$ cat src/rtl/hta_isqrt.sv
// Pipelined floor square root, one result bit per register stage, several lanes.
module hta_isqrt #(
  parameter int IN_W  = 32,
  parameter int LANES = 1,
  parameter int TAG_W = 1
) (
  input  logic                              clk_i,
  input  logic                              rst_ni,
  input  logic                              valid_i,
  input  logic [LANES-1:0][IN_W-1:0]        radicand_i,
  input  logic [TAG_W-1:0]                  tag_i,
  output logic                              valid_o,
  output logic [LANES-1:0][(IN_W+1)/2-1:0]  root_o,
  output logic [TAG_W-1:0]                  tag_o
);

  localparam int RT_W = (IN_W + 1) / 2;
  localparam int TW   = 2 * RT_W + 2;

  logic                  vld_q  [RT_W];
  logic [TAG_W-1:0]      tag_q  [RT_W];
  logic [IN_W-1:0]       rem_q  [RT_W][LANES];
  logic [RT_W-1:0]       root_q [RT_W][LANES];

  for (genvar k = 0; k < RT_W; k++) begin : g_stage
    localparam int BIT = RT_W - 1 - k;

    logic             src_vld;
    logic [TAG_W-1:0] src_tag;

    if (k == 0) begin : g_first
      assign src_vld = valid_i;
      assign src_tag = tag_i;
    end else begin : g_next
      assign src_vld = vld_q[k-1];
      assign src_tag = tag_q[k-1];
    end

    always_ff @(posedge clk_i or negedge rst_ni) begin
      if (!rst_ni) begin
        vld_q[k] <= 1'b0;
      end else begin
        vld_q[k] <= src_vld;
      end
    end

    always_ff @(posedge clk_i) begin
      tag_q[k] <= src_tag;
    end

    for (genvar l = 0; l < LANES; l++) begin : g_lane
      logic [IN_W-1:0] src_rem;
      logic [RT_W-1:0] src_root;
      logic [TW-1:0]   trial;
      logic [TW-1:0]   rem_ext;
      logic            take;
      logic [IN_W-1:0] rem_d;
      logic [RT_W-1:0] root_d;

      if (k == 0) begin : g_first
        assign src_rem  = radicand_i[l];
        assign src_root = '0;
      end else begin : g_next
        assign src_rem  = rem_q[k-1][l];
        assign src_root = root_q[k-1][l];
      end

      always_comb begin
        rem_ext = TW'(src_rem);
        trial   = (TW'(src_root) << (BIT + 1)) | (TW'(1) << (2 * BIT));
        take    = rem_ext >= trial;
        rem_d   = take ? IN_W'(rem_ext - trial) : src_rem;
        root_d  = take ? (src_root | (RT_W'(1) << BIT)) : src_root;
      end

      always_ff @(posedge clk_i) begin
        rem_q[k][l]  <= rem_d;
        root_q[k][l] <= root_d;
      end
    end
  end

  assign valid_o = vld_q[RT_W-1];
  assign tag_o   = tag_q[RT_W-1];

  for (genvar l = 0; l < LANES; l++) begin : g_out
    assign root_o[l] = root_q[RT_W-1][l];
  end

endmodule

$ cat config.mk
export PLATFORM = sky130hd
export DESIGN_NAME = hta_isqrt
export DESIGN_NICKNAME = d
export VERILOG_FILES = /design/src/rtl/hta_isqrt.sv
export SDC_FILE = /design/constraint.sdc
export NUM_CORES = 1
export LEC_CHECK = 0
export ABC_CLOCK_PERIOD_IN_PS = 3200
export BUFFER_PORTS_ARGS = -buffer_cell sky130_fd_sc_hd__buf_2
export CAP_MARGIN = 30
export CORE_MARGIN = 10
export CORE_UTILIZATION = 45
export DETAILED_ROUTE_END_ITERATION = 12
export MAX_ROUTING_LAYER = met4
export PLACE_DENSITY = 0.63
export SYNTH_ARGS = -nofsm -noshare
export SYNTH_HDL_FRONTEND = slang
export SYNTH_SLANG_ARGS = --single-unit
$ cat constraint.sdc
create_clock -name clk_i -period 3.2 [get_ports clk_i]
set_input_delay 0.16 -clock clk_i [delete_from_list [all_inputs] [get_ports clk_i]]
set_output_delay 0.16 -clock clk_i [all_outputs]
set_load 0.05 [all_outputs]
[Word level (Yosys, flattened, before mapping)]
Memories as Yosys holds them, arrays and structs flattened.
Cells that the tools add are included.
Word-level totals
  flip-flop bits (word level): 16
  RAM bits: 784
  bits of input ports: 36
  output and inout port bits: 18
  word-level logic and storage cells: 83
  memories: 3
Memory list
  rem_q: words 16, width 32, rd ports 15, clocked after memory_dff 0, write ports 16, RTL line 22  | logic [IN_W-1:0] rem_q [RT_W][LANES];
  root_q: words 16, width 16, rd ports 16, clocked after memory_dff 0, write ports 16, RTL line 23  | logic [RT_W-1:0] root_q [RT_W][LANES];
  tag_q: words 16, width 1, rd ports 16, clocked after memory_dff 0, write ports 16, RTL line 21  | logic [TAG_W-1:0] tag_q [RT_W];
Cells by class
  add/sub/neg operators: 16
  order comparisons: 16
  mux-type cells: 32
Operators by type and width (count)
  $mux W32: 16
  $ge A32 B17 Y1: 1
  $ge A32 B18 Y1: 1
  $ge A32 B19 Y1: 1
  $ge A32 B20 Y1: 1
  $ge A32 B21 Y1: 1
  $ge A32 B22 Y1: 1
  $ge A32 B23 Y1: 1
  $ge A32 B24 Y1: 1
  $ge A32 B25 Y1: 1
  $ge A32 B26 Y1: 1
  $ge A32 B27 Y1: 1
  $ge A32 B28 Y1: 1
  $ge A32 B29 Y1: 1
  $ge A32 B30 Y1: 1
  $ge A32 B31 Y1: 1
  $ge A32 B31 Y1 const B: 1
  $sub A32 B17 Y32: 1
  $sub A32 B18 Y32: 1
  $sub A32 B19 Y32: 1
  $sub A32 B20 Y32: 1
  $sub A32 B21 Y32: 1
  $sub A32 B22 Y32: 1
  $sub A32 B23 Y32: 1
  25 further kinds: 25

[Longest topological paths before layout]
An unclocked memory read counts as a cell.
  depth after elaboration: 3
  depth in mapped cells: 12
  depth with buffers taken out: 10

[Worst setup path after synthesis]
OpenSTA, ideal clock, no wires.
  path type: register to register
  start point: mem root_q[3][15] (netlist bit)
  end point: mem rem_q[0][251] (netlist bit)
  arrival time: 2450 ps
  required time: 3066 ps
  slack: 616 ps
  cell stages (with the launch flop): 11
  period minus slack after synthesis: 2584 ps
  cell sequence: dfxtp_1 -> inv_1 -> ha_1 -> inv_1 -> or4_1 -> o311a_1 -> o31a_1 -> clkbuf_1 -> or2_1 -> nor4_1 -> xor2_1
RTL lines (RTL line)
  from (decl): 23
  to (decl): 22

==> results.tsv <==
stage	metric	value	unit
run_status	outcome	completed	
clock_network	CTS Root Buffer Type	clkbuf_16	
pwr	Leak	0.0126	uW
detailed_routing	DR WL/cell	16.1	um
placed_design	hpwl dp	39.7	mm
synthesis	Yosys reg bits	648	
clock_network	CTS Sinks	648	
layout	filler cell count	4653	
clock_network	maximum clock insertion buffer count	3	
layout	share of layout cells above drive strength 1	8.93	%
synthesis	EDFF count, synth	0	
synthesis	Synth warnings	0	
placed_design	IO Port Bufs	53	
grt	GRT Total Usage	16.6	%
clock_network	htree depth	3	
timing	hold_ws	0.198	ns
grt	vias in the first global route	16700	
grt	global-route wire length before repair	84.2	mm
clock_network	CTS buffer count	69	
timing	RSZ-0062 raised after global routing	false	
floorplanning	IO Pins	54	
synthesis	Synth top area share	52.9	%
synthesis	cell with the most instances after synthesis	dfxtp_1	
floorplanning	core footprint	0.0527	mm2
timing	pins over their slew limit	0	
synthesis	post-synth cell types	77	
floorplanning	Die Width	251	um
placed_design	gpl congestion	0.903	
pwr	maximum vdd drop	0.497	mV
grt	initial antenna violation count	0	
grt	pin count of the biggest net entering global routing	26	
layout	Nets	2653	
critical_path	required time worst endpoint	3.68	ns
timing	Worst-Margin Slew	0.883	ns
clock_network	Clock transition at path regs	0.06	ns
layout	number of diodes	0	
timing	Clock Skew	0.0298	ns
timing	Final Hold Fails	0	
detailed_routing	Vias/cell	5.13	
timing	worst rel slew slack	40.4	%
synthesis	synth top area cells	dfxtp_1 (53%), ha_1 (7.8%), xor2_1 (4.0%), xnor2_1 (3.4%), inv_1 (2.8%)	
floorplanning	die height	251	um
clock_network	CTS tree	yes	
pwr	total power	26700	uW
detailed_routing	Vias	16500	
timing	post-route clock period utilization	93.3	%
layout	P&R area growth vs syn	16.2	%
detailed_routing	TritonRoute pass-1 iters	5	
synthesis	Avg Cell Area, Syn	10.3	um2
floorplanning	row cnt	84	
critical_path	WP data arrival	3.46	ns
detailed_routing	initial drt markers	824	
synthesis	mapped cell area	0.0239	mm2
synthesis	synth cell count leaders	dfxtp_1 (632), inv_1 (179), nor2_1 (154)	
synthesis	largest area contributor in the netlist	dfxtp_1	
detailed_routing	final WL	51.6	mm
detailed_routing	final routed DRC violation total	0	
synthesis	cells after synthesis	2328	
floorplanning	Initial Utilization	45.4	%
synthesis	Net Count, Synth	2514	
grt	GRT overflow	0	
run	max cap viols	0	
synthesis	sequential element share of the synthesized area	54.5	%
critical_path	Crit Path Category	reg -> reg	
detailed_routing	DRT antenna net count	0	
hold_path	min-delay worst type	in -> reg	
timing	final period demand of the worst path	2.99	ns
critical_path	CP startpoint kind	flip-flop	
synthesis	ys flop type	dfxtp_1	
timing	final setup vio count	0	
critical_path	Worst Setup End Kind	flip-flop	
timing	Peak Freq	335	MHz
floorplanning	full die area	0.0628	mm2
critical_path	peak fanout along the critical path	7	
timing	setup TNS	0	ns
pwr	PwrDens	959	mW/mm2
synthesis	Post-synth ARST share	2.47	%
clock_network	worst-skew pair later-pin latency	0.61	ns
## layout by cell type (no fill, tap or decap), types with 10 or more instances in the layout
master | netlist | layout
clkbuf_8 | 0 | 10
o21ai_1 | 19 | 19
nor3b_1 | 10 | 10
xnor2_1 | 94 | 94
a21oi_1 | 124 | 123
nand4_1 | 29 | 29
ha_1 | 150 | 150
xor2_1 | 108 | 108
a211oi_1 | 13 | 13
dfxtp_1 | 632 | 632
nor4_1 | 74 | 74
dlygate4sd3_1 | 0 | 37
o21ai_0 | 92 | 92
buf_4 | 2 | 18
inv_1 | 179 | 179
nor2_1 | 154 | 154
or4_1 | 13 | 13
clkbuf_16 | 0 | 70
o211ai_1 | 11 | 11
o21a_1 | 31 | 31
nand2_1 | 134 | 134
nand3_1 | 32 | 31
nand2b_1 | 26 | 26
a21o_1 | 30 | 30
dfrtp_1 | 16 | 16
o31ai_1 | 13 | 13
clkbuf_1 | 32 | 18
nor3_1 | 69 | 68
nor2b_1 | 24 | 24
nor4b_1 | 18 | 18
buf_2 | 6 | 53
mux2_2 | 19 | 19
or3_1 | 25 | 25
## flip-flops by register name, summed over array words and instances (netlist names)
signal,flops
g_stage.src_vld,15
valid_o,1
root_q,136
rem_q,480
tag_q,16
## cell type report
type / instances / area, um2 / area share (%)
sequential: 648 / 13100 / 47.0
multi-input combinational: 1456 / 10000 / 36.1
clock buffer: 98 / 1960 / 7.04
tap: 688 / 861 / 3.10
timing repair buffer: 109 / 791 / 2.84
inverter: 183 / 687 / 2.47
clock inverter: 26 / 417 / 1.50
## through the flow
stage / std cells / setup WS, ns / utilization [%] / cell area, um2
floorplan: 2328 / 0.616 / - / 23900
detailed placement: 3047 / 0.264 / 47.6 / 25100
global route: 3208 / 0.0212 / 52.8 / 27800
CTS: 3208 / 0.171 / 52.8 / 27800
global placement: 3047 / 0.304 / 47.6 / 25100
finish: 3208 / 0.214 / 52.8 / 27800
## what timing repair did
| item | CTS | global route |
|---|---|---|
| hold buffers | 37 | 0 |
| buffers inserted | 0 | 0 |
| setup endpoints to repair | 0 | 4 |
| resized for setup | 0 | 1 |
| hold endpoints to repair | 50 | 0 |
## kinds of logic (layout without fill, tap and decap cells)
logic type	Yosys count	count (layout)	share of synthesized area (%)
AO/OA/AOI/OAI	404	404	10.5
buffers and inverters	224	416	3.58
XOR/XNOR	202	202	7.39
multiplexers	27	27	1.24
AND/OR/NAND/NOR	673	673	14.9
adder cells (fa/ha/maj)	150	150	7.84
flip-flops	648	648	54.5
## path summary, 6_finish.rpt
check / endpoint / startpoint / slack (ns) / depth (start not counted)
max reg2reg: rem_q[1][21]$_DFF_P_ / root_q[3][24]$_DFF_P_ / 0.21 / 9
max in group asynchronous: g_stage[11].src_vld$_DFF_PN0_ / rst_ni / 2.09 / 3
min reg2reg: tag_q[14]$_DFF_P_ / tag_q[13]$_DFF_P_ / 0.33 / 0
min: rem_q[0][2]$_DFF_P_ / radicand_i[2] / 0.20 / 2
max: rem_q[1][21]$_DFF_P_ / root_q[3][24]$_DFF_P_ / 0.21 / 9
min in group asynchronous: g_stage[14].src_vld$_DFF_PN0_ / rst_ni / 0.67 / 3
## worst max-delay path, cell delays in order (launching register included)
cell and delay [ns]:
dfxtp_1 0.32, inv_1 0.05, ha_1 0.31, nor2b_1 0.16, o31a_1 0.25, o21ai_0 0.27
a21oi_1 0.14, nor3_1 0.56, clkinv_1 0.42, mux2_2 0.37
## layer usage
layer  GRT usage, %  vias up  routed length (um)
met5              -        -                   0
met4           7.02        0                1550
met3           3.01      111                2080
met2           28.4      293               25600
met1           18.8     7693               22400
li1               -     8376                   -
## power by group
part	internal [uW]	switching, uW	leakage, uW
registers	10000	1530	0.00549
logic	3240	3820	0.00593
clock network	4820	3240	0.00114
total	18100	8590	0.0126
No activity file was read; power rests on OpenSTA's default activity.
